**config.mk**
```make
export PLATFORM = sky130hd
export DESIGN_NAME = utf8_checking_json_string_escaper_flat
export DESIGN_NICKNAME = d
export VERILOG_FILES = /design/src/rtl/ucjse_pkg.sv /design/src/rtl/ucjse_in_if.sv /design/src/rtl/ucjse_out_if.sv /design/src/rtl/ucjse_cmd_fifo.sv /design/src/rtl/ucjse_front.sv /design/src/rtl/ucjse_back.sv /design/src/rtl/utf8_checking_json_string_escaper.sv /design/src/flat_wrapper.sv
export SDC_FILE = /design/constraint.sdc
export NUM_CORES = 1
export LEC_CHECK = 0
export BUFFER_PORTS_ARGS = -buffer_cell sky130_fd_sc_hd__buf_2
export CORE_MARGIN = 1
export CORE_UTILIZATION = 50
export CTS_CLUSTER_DIAMETER = 200
export DETAILED_ROUTE_END_ITERATION = 8
export GPL_TIMING_DRIVEN = 0
export PLACE_DENSITY = 0.69
export SLEW_MARGIN = 10
export SYNTH_ARGS = -nofsm -noshare
export SYNTH_HDL_FRONTEND = slang
export SYNTH_SLANG_ARGS = --single-unit
```
**constraint.sdc**
```tcl
create_clock -name clk -period 4.7 [get_ports clk]
set_clock_uncertainty 0.05 [all_clocks]
set_input_delay 0.47 -clock clk [delete_from_list [all_inputs] [get_ports clk]]
set_output_delay 0.47 -clock clk [all_outputs]
set_load 0.03 [all_outputs]
```
**src/rtl/ucjse_pkg.sv**
```systemverilog
`default_nettype none

package ucjse_pkg;

	localparam logic [1:0] OP_DATA   = 2'd0;
	localparam logic [1:0] OP_OPEN   = 2'd1;
	localparam logic [1:0] OP_CLOSE  = 2'd2;
	localparam logic [1:0] OP_IGNORE = 2'd3;

	localparam logic [7:0] CH_QUOTE  = 8'h22;
	localparam logic [7:0] CH_BSLASH = 8'h5C;
	localparam logic [7:0] CH_LF     = 8'h0A;
	localparam logic [7:0] CH_CR     = 8'h0D;
	localparam logic [7:0] CH_TAB    = 8'h09;
	localparam logic [7:0] CH_U      = 8'h75;
	localparam logic [7:0] CH_N      = 8'h6E;
	localparam logic [7:0] CH_R      = 8'h72;
	localparam logic [7:0] CH_T      = 8'h74;
	localparam logic [7:0] CH_ZERO   = 8'h30;
	// 'a' minus ten, for lowercase hex digits
	localparam logic [7:0] CH_HEX_ALPHA_BASE = 8'h57;

	localparam logic [7:0] PRINT_MIN = 8'h20;
	localparam logic [7:0] PRINT_MAX = 8'h7E;

	localparam logic [7:0] LEAD_MIN  = 8'hC2;
	localparam logic [7:0] LEAD2_MAX = 8'hDF;
	localparam logic [7:0] LEAD3_MAX = 8'hEF;
	localparam logic [7:0] LEAD_MAX  = 8'hF4;

	localparam logic [7:0] LEAD_E0 = 8'hE0;
	localparam logic [7:0] LEAD_ED = 8'hED;
	localparam logic [7:0] LEAD_F0 = 8'hF0;
	localparam logic [7:0] LEAD_F4 = 8'hF4;

	localparam logic [7:0] CONT_MIN    = 8'h80;
	localparam logic [7:0] CONT_MAX    = 8'hBF;
	localparam logic [7:0] CONT_E0_MIN = 8'hA0;
	localparam logic [7:0] CONT_ED_MAX = 8'h9F;
	localparam logic [7:0] CONT_F0_MIN = 8'h90;
	localparam logic [7:0] CONT_F4_MAX = 8'h8F;
	localparam logic [7:0] CONT_MASK   = 8'hC0;

	localparam logic [2:0] SEQ_NONE = 3'd0;
	localparam logic [2:0] SEQ_LEN2 = 3'd2;
	localparam logic [2:0] SEQ_LEN3 = 3'd3;
	localparam logic [2:0] SEQ_LEN4 = 3'd4;

	typedef enum logic [1:0] {
		TOK_RAW = 2'd0,
		TOK_ESC = 2'd1,
		TOK_HEX = 2'd2
	} tok_kind_t;

	typedef struct packed {
		tok_kind_t  kind;
		logic [7:0] val;
	} token_t;

	localparam int TOK_SLOTS = 4;
	localparam int SLOT_W    = $clog2(TOK_SLOTS);
	localparam int POS_W     = 3;

	typedef struct packed {
		token_t [TOK_SLOTS-1:0] tok;
		logic [SLOT_W-1:0]      last_slot;
	} cmd_t;

	localparam int FIFO_DEPTH = 4;
	localparam int FIFO_PTR_W = $clog2(FIFO_DEPTH);
	localparam int FIFO_CNT_W = $clog2(FIFO_DEPTH + 1);

	typedef struct packed {
		logic       start;
		logic [2:0] seq_len;
		logic       emit;
		token_t     tok;
	} fresh_t;

	function automatic logic [7:0] hex_char(input logic [3:0] d);
		if (d < 4'd10) begin
			return CH_ZERO + {4'h0, d};
		end
		return CH_HEX_ALPHA_BASE + {4'h0, d};
	endfunction

	function automatic logic [POS_W-1:0] tok_last_pos(input tok_kind_t k);
		case (k)
			TOK_RAW: return POS_W'(0);
			TOK_ESC: return POS_W'(1);
			TOK_HEX: return POS_W'(5);
			default: return POS_W'(0);
		endcase
	endfunction

	function automatic logic [7:0] tok_char(input token_t t, input logic [POS_W-1:0] pos);
		case (t.kind)
			TOK_RAW: return t.val;
			TOK_ESC: return (pos == POS_W'(0)) ? CH_BSLASH : t.val;
			TOK_HEX: begin
				case (pos)
					POS_W'(0): return CH_BSLASH;
					POS_W'(1): return CH_U;
					POS_W'(2): return CH_ZERO;
					POS_W'(3): return CH_ZERO;
					POS_W'(4): return hex_char(t.val[7:4]);
					default:   return hex_char(t.val[3:0]);
				endcase
			end
			default: return t.val;
		endcase
	endfunction

	// a byte seen with no sequence pending
	function automatic fresh_t fresh_decode(input logic [7:0] c);
		fresh_t r;
		r.start   = 1'b0;
		r.seq_len = SEQ_NONE;
		r.emit    = 1'b1;
		r.tok     = '{kind: TOK_HEX, val: c};
		if (c inside {[LEAD_MIN:LEAD_MAX]}) begin
			r.start   = 1'b1;
			r.emit    = 1'b0;
			r.seq_len = (c <= LEAD2_MAX) ? SEQ_LEN2 : (c <= LEAD3_MAX) ? SEQ_LEN3 : SEQ_LEN4;
		end else begin
			case (c)
				CH_QUOTE:  r.tok = '{kind: TOK_ESC, val: CH_QUOTE};
				CH_BSLASH: r.tok = '{kind: TOK_ESC, val: CH_BSLASH};
				CH_LF:     r.tok = '{kind: TOK_ESC, val: CH_N};
				CH_CR:     r.tok = '{kind: TOK_ESC, val: CH_R};
				CH_TAB:    r.tok = '{kind: TOK_ESC, val: CH_T};
				default: begin
					if (c inside {[PRINT_MIN:PRINT_MAX]}) begin
						r.tok = '{kind: TOK_RAW, val: c};
					end
				end
			endcase
		end
		return r;
	endfunction

endpackage

`default_nettype wire

```
**src/rtl/ucjse_in_if.sv**
```systemverilog
`default_nettype none

interface ucjse_in_if;
	logic       valid;
	logic       ready;
	logic [1:0] op;
	logic [7:0] byte_in;

	modport source (output valid, output op, output byte_in, input ready);
	modport sink (input valid, input op, input byte_in, output ready);
endinterface

`default_nettype wire

```
**src/rtl/ucjse_out_if.sv**
```systemverilog
`default_nettype none

interface ucjse_out_if;
	logic       valid;
	logic       ready;
	logic [7:0] char_out;
	logic       last_out;

	modport source (output valid, output char_out, output last_out, input ready);
	modport sink (input valid, input char_out, input last_out, output ready);
endinterface

`default_nettype wire

```
**src/rtl/ucjse_cmd_fifo.sv**
```systemverilog
`default_nettype none

module ucjse_cmd_fifo (
	input  wire logic          clk,
	input  wire logic          arst_n,
	input  wire logic          push,
	input  ucjse_pkg::cmd_t    push_cmd,
	output logic               full,
	input  wire logic          pop,
	output logic               head_valid,
	output ucjse_pkg::cmd_t    head
);
	import ucjse_pkg::*;

	cmd_t                  mem_q [FIFO_DEPTH];
	logic [FIFO_PTR_W-1:0] wr_ptr_q;
	logic [FIFO_PTR_W-1:0] rd_ptr_q;
	logic [FIFO_CNT_W-1:0] count_q;
	logic                  do_push;
	logic                  do_pop;

	assign full       = (count_q == FIFO_CNT_W'(FIFO_DEPTH));
	assign head_valid = (count_q != '0);
	assign head       = mem_q[rd_ptr_q];
	assign do_push    = push && !full;
	assign do_pop     = pop && head_valid;

	always_ff @(posedge clk or negedge arst_n) begin
		if (!arst_n) begin
			wr_ptr_q <= '0;
			rd_ptr_q <= '0;
			count_q  <= '0;
		end else begin
			if (do_push) begin
				wr_ptr_q <= FIFO_PTR_W'((32'(wr_ptr_q) + 1) % FIFO_DEPTH);
			end
			if (do_pop) begin
				rd_ptr_q <= FIFO_PTR_W'((32'(rd_ptr_q) + 1) % FIFO_DEPTH);
			end
			case ({do_push, do_pop})
				2'b10:   count_q <= count_q + FIFO_CNT_W'(1);
				2'b01:   count_q <= count_q - FIFO_CNT_W'(1);
				default: count_q <= count_q;
			endcase
		end
	end

	always_ff @(posedge clk) begin
		if (do_push) begin
			mem_q[wr_ptr_q] <= push_cmd;
		end
	end
endmodule

`default_nettype wire

```
**src/rtl/ucjse_front.sv**
```systemverilog
`default_nettype none

module ucjse_front (
	input  wire logic        clk,
	input  wire logic        arst_n,
	ucjse_in_if.sink         byte_stream,
	input  wire logic        fifo_full,
	output logic             push,
	output ucjse_pkg::cmd_t  cmd
);
	import ucjse_pkg::*;

	logic [7:0] lead_q;
	logic [7:0] cont_q [2];
	logic [1:0] cnt_q;
	logic [2:0] seq_q;

	logic        accept;
	logic [7:0]  c;
	fresh_t      fr;
	logic        has_seq;
	logic [7:0]  lo;
	logic [7:0]  hi;
	logic        ok;
	logic        complete;
	logic [1:0]  pre_n;
	tok_kind_t   pre_kind;
	logic        extra_v;
	token_t      extra_tok;
	logic [2:0]  total;
	logic [2:0]  seq_d;
	logic [1:0]  cnt_d;
	logic        load_lead;
	logic        store_cont;
	logic [7:0]  held [TOK_SLOTS];

	assign byte_stream.ready = !fifo_full;
	assign accept = byte_stream.valid && !fifo_full;
	assign c      = byte_stream.byte_in;
	assign fr     = fresh_decode(c);

	assign has_seq  = (seq_q != SEQ_NONE);
	assign complete = (({1'b0, cnt_q} + 3'd2) >= seq_q);

	// first continuation byte range depends on the lead
	always_comb begin
		lo = CONT_MIN;
		hi = CONT_MAX;
		if (lead_q == LEAD_E0) lo = CONT_E0_MIN;
		if (lead_q == LEAD_ED) hi = CONT_ED_MAX;
		if (lead_q == LEAD_F0) lo = CONT_F0_MIN;
		if (lead_q == LEAD_F4) hi = CONT_F4_MAX;
		if (cnt_q == 2'd0) begin
			ok = (c >= lo) && (c <= hi);
		end else begin
			ok = ((c & CONT_MASK) == CONT_MIN);
		end
	end

	always_comb begin
		pre_n      = 2'd0;
		pre_kind   = TOK_HEX;
		extra_v    = 1'b0;
		extra_tok  = '{kind: TOK_RAW, val: CH_QUOTE};
		seq_d      = seq_q;
		cnt_d      = cnt_q;
		load_lead  = 1'b0;
		store_cont = 1'b0;
		case (byte_stream.op)
			OP_DATA: begin
				if (!has_seq || !ok) begin
					// flush whatever is held, then take the byte afresh
					pre_n     = has_seq ? 2'(cnt_q + 2'd1) : 2'd0;
					pre_kind  = TOK_HEX;
					extra_v   = fr.emit;
					extra_tok = fr.tok;
					seq_d     = fr.start ? fr.seq_len : SEQ_NONE;
					cnt_d     = 2'd0;
					load_lead = fr.start;
				end else if (complete) begin
					pre_n     = 2'(cnt_q + 2'd1);
					pre_kind  = TOK_RAW;
					extra_v   = 1'b1;
					extra_tok = '{kind: TOK_RAW, val: c};
					seq_d     = SEQ_NONE;
					cnt_d     = 2'd0;
				end else begin
					store_cont = 1'b1;
					cnt_d      = 2'(cnt_q + 2'd1);
				end
			end
			OP_OPEN: begin
				extra_v = 1'b1;
				seq_d   = SEQ_NONE;
				cnt_d   = 2'd0;
			end
			OP_CLOSE: begin
				pre_n    = has_seq ? 2'(cnt_q + 2'd1) : 2'd0;
				pre_kind = TOK_HEX;
				extra_v  = 1'b1;
				seq_d    = SEQ_NONE;
				cnt_d    = 2'd0;
			end
			default: begin
			end
		endcase
	end

	assign held[0] = lead_q;
	assign held[1] = cont_q[0];
	assign held[2] = cont_q[1];
	assign held[3] = c;

	assign total = {1'b0, pre_n} + {2'b00, extra_v};

	// held bytes first, then the token of the current byte or quote
	always_comb begin
		for (int i = 0; i < TOK_SLOTS; i++) begin
			if (SLOT_W'(i) < pre_n) begin
				cmd.tok[i] = '{kind: pre_kind, val: held[i]};
			end else begin
				cmd.tok[i] = extra_tok;
			end
		end
		cmd.last_slot = SLOT_W'(total - 3'd1);
	end

	assign push = accept && (total != 3'd0);

	always_ff @(posedge clk or negedge arst_n) begin
		if (!arst_n) begin
			seq_q <= SEQ_NONE;
			cnt_q <= 2'd0;
		end else if (accept) begin
			seq_q <= seq_d;
			cnt_q <= cnt_d;
		end
	end

	always_ff @(posedge clk) begin
		if (accept && load_lead) begin
			lead_q <= c;
		end
		if (accept && store_cont) begin
			cont_q[cnt_q[0]] <= c;
		end
	end
endmodule

`default_nettype wire

```
**src/rtl/ucjse_back.sv**
```systemverilog
`default_nettype none

module ucjse_back (
	input  wire logic        clk,
	input  wire logic        arst_n,
	input  wire logic        head_valid,
	input  ucjse_pkg::cmd_t  head,
	output logic             pop,
	ucjse_out_if.source      char_stream
);
	import ucjse_pkg::*;

	logic [SLOT_W-1:0] slot_q;
	logic [POS_W-1:0]  pos_q;
	token_t            cur;
	logic              tok_end;
	logic              cmd_end;
	logic              beat;

	assign cur     = head.tok[slot_q];
	assign tok_end = (pos_q == tok_last_pos(cur.kind));
	assign cmd_end = tok_end && (slot_q == head.last_slot);
	assign beat    = head_valid && char_stream.ready;
	assign pop     = beat && cmd_end;

	assign char_stream.valid    = head_valid;
	assign char_stream.char_out = tok_char(cur, pos_q);
	assign char_stream.last_out = cmd_end;

	always_ff @(posedge clk or negedge arst_n) begin
		if (!arst_n) begin
			slot_q <= '0;
			pos_q  <= '0;
		end else if (beat) begin
			if (tok_end) begin
				pos_q  <= '0;
				slot_q <= cmd_end ? '0 : slot_q + SLOT_W'(1);
			end else begin
				pos_q <= pos_q + POS_W'(1);
			end
		end
	end
endmodule

`default_nettype wire

```
**src/rtl/utf8_checking_json_string_escaper.sv**
```systemverilog
// latency: with the queue empty, the first output beat of an item is offered the cycle after
//   it is accepted
// throughput: one item per cycle while the output is ready and each item yields at most one
//   character; an item yields up to 24 characters, one beat a cycle while the output is ready
// a 4-entry command queue lets input keep flowing while escapes drain
// reset: async active-low clears the pending utf-8 sequence and empties the queue
`default_nettype none

module utf8_checking_json_string_escaper (
	input  wire logic   clk,
	input  wire logic   arst_n,
	ucjse_in_if.sink    byte_stream,
	ucjse_out_if.source char_stream
);
	import ucjse_pkg::*;

	cmd_t push_cmd;
	cmd_t head;
	logic push;
	logic full;
	logic pop;
	logic head_valid;

	ucjse_front u_front (
		.clk         (clk),
		.arst_n      (arst_n),
		.byte_stream (byte_stream),
		.fifo_full   (full),
		.push        (push),
		.cmd         (push_cmd)
	);

	ucjse_cmd_fifo u_fifo (
		.clk        (clk),
		.arst_n     (arst_n),
		.push       (push),
		.push_cmd   (push_cmd),
		.full       (full),
		.pop        (pop),
		.head_valid (head_valid),
		.head       (head)
	);

	ucjse_back u_back (
		.clk         (clk),
		.arst_n      (arst_n),
		.head_valid  (head_valid),
		.head        (head),
		.pop         (pop),
		.char_stream (char_stream)
	);
endmodule

`default_nettype wire

```
**src/flat_wrapper.sv**
```systemverilog
// flat-port wrapper written by rule: the top's interface ports become plain ports
module utf8_checking_json_string_escaper_flat import ucjse_pkg::*;
  (clk, arst_n, byte_stream_valid, byte_stream_op, byte_stream_byte_in, byte_stream_ready, char_stream_valid, char_stream_char_out, char_stream_last_out, char_stream_ready);
  ucjse_in_if byte_stream_i ();
  ucjse_out_if char_stream_i ();
  input  wire logic clk;
  input  wire logic arst_n;
  input wire logic [$bits(byte_stream_i.valid)-1:0] byte_stream_valid;
  input wire logic [$bits(byte_stream_i.op)-1:0] byte_stream_op;
  input wire logic [$bits(byte_stream_i.byte_in)-1:0] byte_stream_byte_in;
  output wire logic [$bits(byte_stream_i.ready)-1:0] byte_stream_ready;
  output wire logic [$bits(char_stream_i.valid)-1:0] char_stream_valid;
  output wire logic [$bits(char_stream_i.char_out)-1:0] char_stream_char_out;
  output wire logic [$bits(char_stream_i.last_out)-1:0] char_stream_last_out;
  input wire logic [$bits(char_stream_i.ready)-1:0] char_stream_ready;
  assign byte_stream_i.valid = byte_stream_valid;
  assign byte_stream_i.op = byte_stream_op;
  assign byte_stream_i.byte_in = byte_stream_byte_in;
  assign byte_stream_ready = byte_stream_i.ready;
  assign char_stream_valid = char_stream_i.valid;
  assign char_stream_char_out = char_stream_i.char_out;
  assign char_stream_last_out = char_stream_i.last_out;
  assign char_stream_i.ready = char_stream_ready;
  utf8_checking_json_string_escaper u_core (.clk(clk), .arst_n(arst_n), .byte_stream(byte_stream_i), .char_stream(char_stream_i));
endmodule
```
# After elaboration in Yosys (flattened, before gate mapping)
# Memory sizes are Yosys's and may differ from the RTL's.
# Cells that the tools add are included.
totals:
  regBits: 25
  ramBits: 184
  inputBits: 14
  output_inout_bits: 11
  elab_cells: 157
  n_memories: 2
classes:
  n_addsub: 14
  magnitude_cmp: 16
  n_eq_ne: 24
  muxes: 63
  reduce_logical: 30
memory_table:
  columns: ["memory", "depth", "word_bits", "rd", "rd_clocked_by_memory_dff", "wr", "line_no", "source"]
  rows:
  - ["u_core.u_fifo.mem_q", 4, 42, 1, 0, 1, "ucjse_cmd_fifo.sv:15", "cmd_t mem_q [FIFO_DEPTH];"]
  - ["u_core.u_front.cont_q", 2, 8, 2, 0, 1, "ucjse_front.sv:14", "logic [7:0] cont_q [2];"]
ops:
  columns: ["op", "n"]
  rows:
  - ["$mux W10", 9]
  - ["$mux W8", 8]
  - ["$pmux W10 S5", 1]
  - ["$eq A8 B8 Y1 const B", 4]
  - ["$pmux W8 S4", 1]
  - ["$eq A8 B4 Y1 const B", 3]
  - ["$le A8 B8 Y1 const B", 3]
  - ["$bmux W10 S2", 1]
  - ["$mux W1", 18]
  - ["$mux W2", 9]
  - ["$mux W3", 6]
  - ["$pmux W3 S2", 3]
  - ["$add A7 B4 Y8 const A", 2]
  - ["$pmux W8 S2", 1]
  - ["$add A6 B4 Y7 const A", 2]
  - ["$logic_and A1 B1 Y1", 12]
  - ["$mux W6", 2]
  - ["$reduce_bool A3 Y1", 3]
  - ["$add A2 B1 Y2 const B", 4]
  - ["$eq A2 B2 Y1 const B", 4]
  - ["$eq A8 B6 Y1 const B", 1]
  - ["$eq A8 B7 Y1 const B", 1]
  - ["$ge A8 B6 Y1 const B", 1]
  - ["$ge A8 B8 Y1", 1]
  - ["32 further kinds", 47]

# Depth between registers and ports, before layout
logic_depth:
  depth_word: 16
  mapped_depth: 24
  ltp_nobuf: 24

# Cells and area by module
# Synthesis repeated with hierarchy kept, for this count alone.
hier_totals:
  hier_cells: 619
  area_unflattened_um2: 9903.2
by_module_without_submodules:
  columns: ["mod", "instances", "cells_each", "area_each_um2", "seq_area_each_um2"]
  rows:
  - ["ucjse_cmd_fifo", 1, 257, 6545.0, 5220.0]
  - ["ucjse_front", 1, 235, 2301.0, 845.8]
  - ["ucjse_back", 1, 127, 1057.3, 125.1]

# Worst setup path after synthesis
# OpenSTA, ideal clock, no wires.
synth_timing:
  kind: "reg2reg"
  from: "register u_core.u_fifo.rd_ptr_q[0]"
  to: "register u_core.u_fifo.count_q[2]"
  setup_ps: 79
  t_arrival_ps: 4806
  required_time_ps: 4571
  setup_slack_ps: -235
  path_stages_with_launch: 21
  n_path_buf: 6
  synth_period_minus_slack_ps: 4935
  cell_sequence: "dfrtp_1 -> buf_6 -> buf_12 -> buf_8 -> buf_2 -> mux4_2 -> mux4_2 -> inv_1 -> ha_1 -> clkdlybuf4s25_1 -> xnor2_1 -> nor3_1 -> and3_1 -> buf_2 -> and2_1 -> ha_1 -> inv_1 -> fa_1 -> xor2_1 -> nor2_1 -> xor2_1"
synth_between:
  elab_chain_cells: 11
  elab_cells_between_ends: 15
  cone_classes: "eq/ne (6); mux (4); reduce/logical (4); memory (1)"
synth_lines:
  columns: ["item", "line_no", "source"]
  rows:
  - ["from (decl)", "ucjse_cmd_fifo.sv:17", "logic [FIFO_PTR_W-1:0] rd_ptr_q;"]
  - ["from (signal assigned)", "ucjse_cmd_fifo.sv:38", "rd_ptr_q <= FIFO_PTR_W'((32'(rd_ptr_q) + 1) % FIFO_DEPTH);"]
  - ["$mem_v2 Z4 W42 *", null, null]
  - ["$bmux W10 S2", "ucjse_back.sv:20", "assign cur = head.tok[slot_q];"]
  - ["$mux W10 (implied by the code)", "ucjse_back.sv:20", null]
  - ["$eq A2 B2 Y1 / $eq A2 B1 Y1 (equally long branches)", "ucjse_pkg.sv:88", "case (k)"]
  - ["$pmux W3 S2", "ucjse_pkg.sv:88", null]
  - ["$eq A3 B3 Y1", "ucjse_back.sv:21", "assign tok_end = (pos_q == tok_last_pos(cur.kind));"]
  - ["$logic_and A1 B1 Y1 *", "ucjse_back.sv:22", "assign cmd_end = tok_end && (slot_q == head.last_slot);"]
  - ["net char_stream_last_out", "flat_wrapper.sv:14", "output wire logic [$bits(char_stream_i.last_out)-1:0] char_stream_last_out;"]
  - ["$logic_and A1 B1 Y1 *", "ucjse_back.sv:24", "assign pop = beat && cmd_end;"]
  - ["$logic_and A1 B1 Y1 *", "ucjse_cmd_fifo.sv:26", "assign do_pop = pop && head_valid;"]
  - ["net u_core.u_fifo.do_pop", "ucjse_cmd_fifo.sv:20", "logic do_pop;"]
  - ["$eq A2 B1 Y1 / $eq A2 B2 Y1 (equally long branches)", "ucjse_cmd_fifo.sv:40", "case ({do_push, do_pop})"]
  - ["$pmux W3 S2 / $reduce_bool A2 Y1 (equally long branches)", null, null]
  - ["to (signal assigned)", "ucjse_cmd_fifo.sv:41", "2'b10: count_q <= count_q + FIFO_CNT_W'(1);"]
  - ["to (signal assigned)", "ucjse_cmd_fifo.sv:42", "2'b01: count_q <= count_q - FIFO_CNT_W'(1);"]
  - ["to (signal assigned)", "ucjse_cmd_fifo.sv:43", "default: count_q <= count_q;"]
  - ["to (decl)", "ucjse_cmd_fifo.sv:18", "logic [FIFO_CNT_W-1:0] count_q;"]
# The timed path passes the listed nets; every way through them passes the cells marked *. The select of a mux whose other input is x is not followed.
# A chain may end at the register's enable or synchronous reset.

# Worst setup path after layout
layout_timing:
  from: "register u_core.u_front.lead_q[1]"
  to: "register u_core.u_fifo.count_q[2]"
layout_between:
  elab_chain_cells: 16
  elab_cells_between_ends: 26
  cone_classes: "add/sub (1); order compare (2); eq/ne (6); mux (10); reduce/logical (7)"
layout_lines:
  columns: ["item", "line_no", "source"]
  rows:
  - ["from (decl)", "ucjse_front.sv:13", "logic [7:0] lead_q;"]
  - ["from (signal assigned)", "ucjse_front.sv:142", "lead_q <= c;"]
  - ["$eq A8 B8 Y1 (on tied branches)", "ucjse_front.sv:49, ucjse_front.sv:50", null]
  - ["$mux W6 (on tied branches)", "ucjse_front.sv:49, ucjse_front.sv:50", null]
  - ["$mux W8 (on tied branches)", "ucjse_front.sv:51, ucjse_front.sv:52", null]
  - ["$ge A8 B8 Y1 / $le A8 B8 Y1 (equally long branches)", "ucjse_front.sv:54", "ok = (c >= lo) && (c <= hi);"]
  - ["$logic_and A1 B1 Y1 *", "ucjse_front.sv:54", null]
  - ["$mux W1 *", "ucjse_front.sv:53", "if (cnt_q == 2'd0) begin"]
  - ["$logic_not A1 Y1 *", "ucjse_front.sv:71", "if (!has_seq || !ok) begin"]
  - ["$logic_or A1 B1 Y1 *", "ucjse_front.sv:71", null]
  - ["$mux W2 / $mux W1 (equally long branches)", "ucjse_front.sv:71", null]
  - ["$pmux W2 S2 / $pmux W1 S2 (equally long branches)", "ucjse_front.sv:69", "case (byte_stream.op)"]
  - ["$add A2 B1 Y3 *", "ucjse_front.sv:114", "assign total = {1'b0, pre_n} + {2'b00, extra_v};"]
  - ["$reduce_bool A3 Y1 *", "ucjse_front.sv:128", "assign push = accept && (total != 3'd0);"]
  - ["$logic_and A1 B1 Y1 *", "ucjse_front.sv:128", null]
  - ["$logic_and A1 B1 Y1 *", "ucjse_cmd_fifo.sv:25", "assign do_push = push && !full;"]
  - ["$eq A2 B1 Y1 / $eq A2 B2 Y1 (equally long branches)", "ucjse_cmd_fifo.sv:40", null]
  - ["$pmux W3 S2 / $reduce_bool A2 Y1 (equally long branches)", null, null]
# Mark *: on every way between the ends. The rest lies on a longest branch, timed or not.

==> impl_metrics.yaml <==
power:
  power_uw: 6920
  leakage_uw: 0.00396
  powerDensity_nw_per_um2: 621
  ir_worst_vdd_mv: 0.295
synth:
  syn_inst: 615
  postSynthAreaPerCell_sq_um: 15.8
  ys_seq_area_share_pct: 63.5
  synth_edf_count: 192
  async_flop_share_pct: 8.13
  ys_ff_latch: 209
  synth_top_area_share_pct: 59.2
  yosysMostFrequentCell: "edfxtp_1"
  netlist_area_sq_um: 9740
  synth_area_leader_cell: "edfxtp_1"
  synth_nets: 658
  synth_warnings: 0
  synth-main-ff-cell: "edfxtp_1"
  ys_top_cells_by_area: "edfxtp_1 59%, mux4_2 8.1%, dfrtp_1 4.4%, ha_1 3.6%, mux2_2 2.5%"
  synthDistinctLibCells: 76
  synth_common_cells: "192 x edfxtp_1, 35 x inv_1, 35 x mux4_2"
clock_tree:
  htree_levels: 1
  clk_pin_slew_worst_paths_ps: 60
  cts.sinks: 209
  clockBufferDepth: 3
  clock_latency_ps: 500
  tritoncts: "done"
  clockRootBuffer: "clkbuf_16"
  cts_buffers: 23
sta:
  finalCritPeriodShare_pct: 94.6
  setup_ws_ps: 255
  relSlewSlack_pct: 30.7
  min_period_ps: 4440
  fin_hold_ws_ps: 180
  final_hold_viol_count: 0
  worst_pin_slew_ps: 1030
  maxSlewViolCount: 0
  max_freq_ghz: 0.225
  setup_viol: 0
worst_hold_path:
  holdCritPathClass: "in -> reg"
detailed_routing:
  via_per_inst: 5.95
  dr.pass1.iters: 5
  remaining_drc_errors: 0
  drt_iter0_markers: 444
  wl_microns: 20600
  vias: 5636
  ant_nets: 0
  avgRoutedWirePerCell_microns: 21.7
floorplanning:
  ios: 25
  die_h_microns: 142
  rows: 50
  core_sq_um: 18900
  die_w_microns: 142
  die-area_sq_um: 20100
  start_util_pct: 51.6
setup_path:
  arrival_ps: 4810
  cp-end-kind: "register"
  crit_buf_inv: 4
  cpPeakStageDelay_ps: 430
  start_kind: "register"
  path_common_cell: "ha_1"
  cpLargestDelayFamily: "adder cells"
  cp_max_fo: 10
  crit_path_cell_trace: "nand4b_1 > nor3_2 > nand2_1 > nor2_1 > ha_1 > nand2b_1 > o21ai_1 > a21oi_2 > o22ai_4 > o21ai_2 > buf_4 > ha_1 > inv_1 > ha_2 > a21oi_4 > inv_2 > ha_1 > inv_1 > fa_1 > xor2_1 > nor2_1 > xor2_1"
  crit_path_top_delay_cell: "fa_1"
  required_ps: 5060
  path_class: "reg -> reg"
global_route:
  grt_util_all_layers_pct: 21.5
  grt_pass1_wl_microns: 32400
  grt_max_degree: 30
  antenna_found_initial: 0
  overflow: 0
  grt_pass1_vias: 5876
cells_and_area:
  n_fill_cell: 1422
  layout.nets: 714
  layout-drive-gt1-share_pct: 26.0
  area_delta_synth_final_pct: 14.4
  antenna_cells: 0
place:
  gp_congestion: 0.935
  io_buffers: 24
  dp_slack_ps: -559
  dp_hpwl_microns: 14100
status:
  outcome: "finished clean"
flow_run:
  maxCapViolations: 0
==> path summary, 6_finish.rpt <==
kind / startpoint / end / slack (ps) / cells after the start
setup / recovery: u_core.u_front.lead_q[1] / u_core.u_fifo.count_q[2] / 260 / 22
max in group asynchronous: arst_n / u_core.u_front.seq_q[1] / 3860 / 2
hold reg to reg: u_core.u_fifo.count_q[2] / u_core.u_fifo.count_q[2] / 450 / 1
setup reg to reg: u_core.u_front.lead_q[1] / u_core.u_fifo.count_q[2] / 260 / 22
hold / removal: byte_stream_byte_in[0] / u_core.u_front.lead_q[0] / 180 / 1
min in group asynchronous: arst_n / u_core.u_fifo.count_q[1] / 420 / 2
==> cells in the final DEF, fill, tap and decap left out, drive strengths merged, types with 10 or more instances in the layout <==
cell type and n:
edfxtp 192, buf 46, mux4 43, clkbuf 37, inv 36, nor2 35, o21ai 34, nand2 32
ha 28, mux2 24, dfrtp 17, a21oi 17, nor3 14, nand3 13, and2 10
==> where the power goes <==
group          switching (uW)  internal (uW)
logic                    1650           1120
clock network             685           1110
registers                76.9           2270
total                    2410           4500
==> flip-flops by register name, summed over array words and instances (netlist names) <==
register,cells
u_core.u_back.pos_q,3
u_core.u_back.slot_q,2
u_core.u_front.cnt_q,2
u_core.u_front.cont_q,16
u_core.u_fifo.rd_ptr_q,2
u_core.u_fifo.mem_q,168
u_core.u_front.lead_q,8
u_core.u_front.seq_q,3
u_core.u_fifo.wr_ptr_q,2
u_core.u_fifo.count_q,3
==> through the flow <==
stage / util, % / cell area (sq um) / cells / TNS, ps
after detailed placement: 54.5 / 10300 / 903 / -4510
after CTS: 58.6 / 11100 / 945 / 0
after global placement: 54.0 / 10200 / 899 / -150040
after floorplan: - / 9760 / 615 / 0
after global routing: 59.0 / 11100 / 948 / -48.0
final: 59.0 / 11100 / 948 / 0
==> cell families after synthesis <==
group | count (synthesis) | synth area share, %
DFF | 209 | 63.5
and+or+nand+nor | 139 | 7.54
AOI/OAI and AO/OA | 92 | 6.68
muxes | 76 | 14.0
buffers and inverters | 58 | 3.39
adders and majority gates | 29 | 3.80
xor gates and xnor gates | 12 | 1.08
==> routing by layer <==
metal / global-route usage [%] / up-vias / wire length [microns] / part of all wire (%)
met4: 7.02 / 0 / 372 / 1.8
met5: 0 / - / 0 / 0
met1: 29.2 / 2866 / 8840 / 43
met3: 3.17 / 45 / 1150 / 5.6
met2: 35.8 / 209 / 10200 / 50
li1: - / 2516 / - / -
==> timing repair <==
| action | 4_1_cts | 5_1_grt |
|---|---|---|
| endpoints found under the hold margin | 17 | 0 |
| endpoints found under the setup margin | 103 | 127 |
| hold buffers | 1 | 0 |
| gates resized for setup | 2 | 15 |
| buffers inserted | 1 | 5 |
| pin swaps | 1 | 6 |
==> layout make-up <==
class / count / area (sq um) / share of cell area (%)
clock buffers: 31 / 636 / 5.70
repair buffers: 35 / 255 / 2.29
inverters: 35 / 131 / 1.18
plain buffers: 19 / 173 / 1.55
well taps: 260 / 325 / 2.92
clock inverters: 11 / 134 / 1.20
flip-flops and latches: 209 / 6190 / 55.6
multi-input cells: 348 / 3300 / 29.6
No activity file was read; power rests on OpenSTA's default activity.
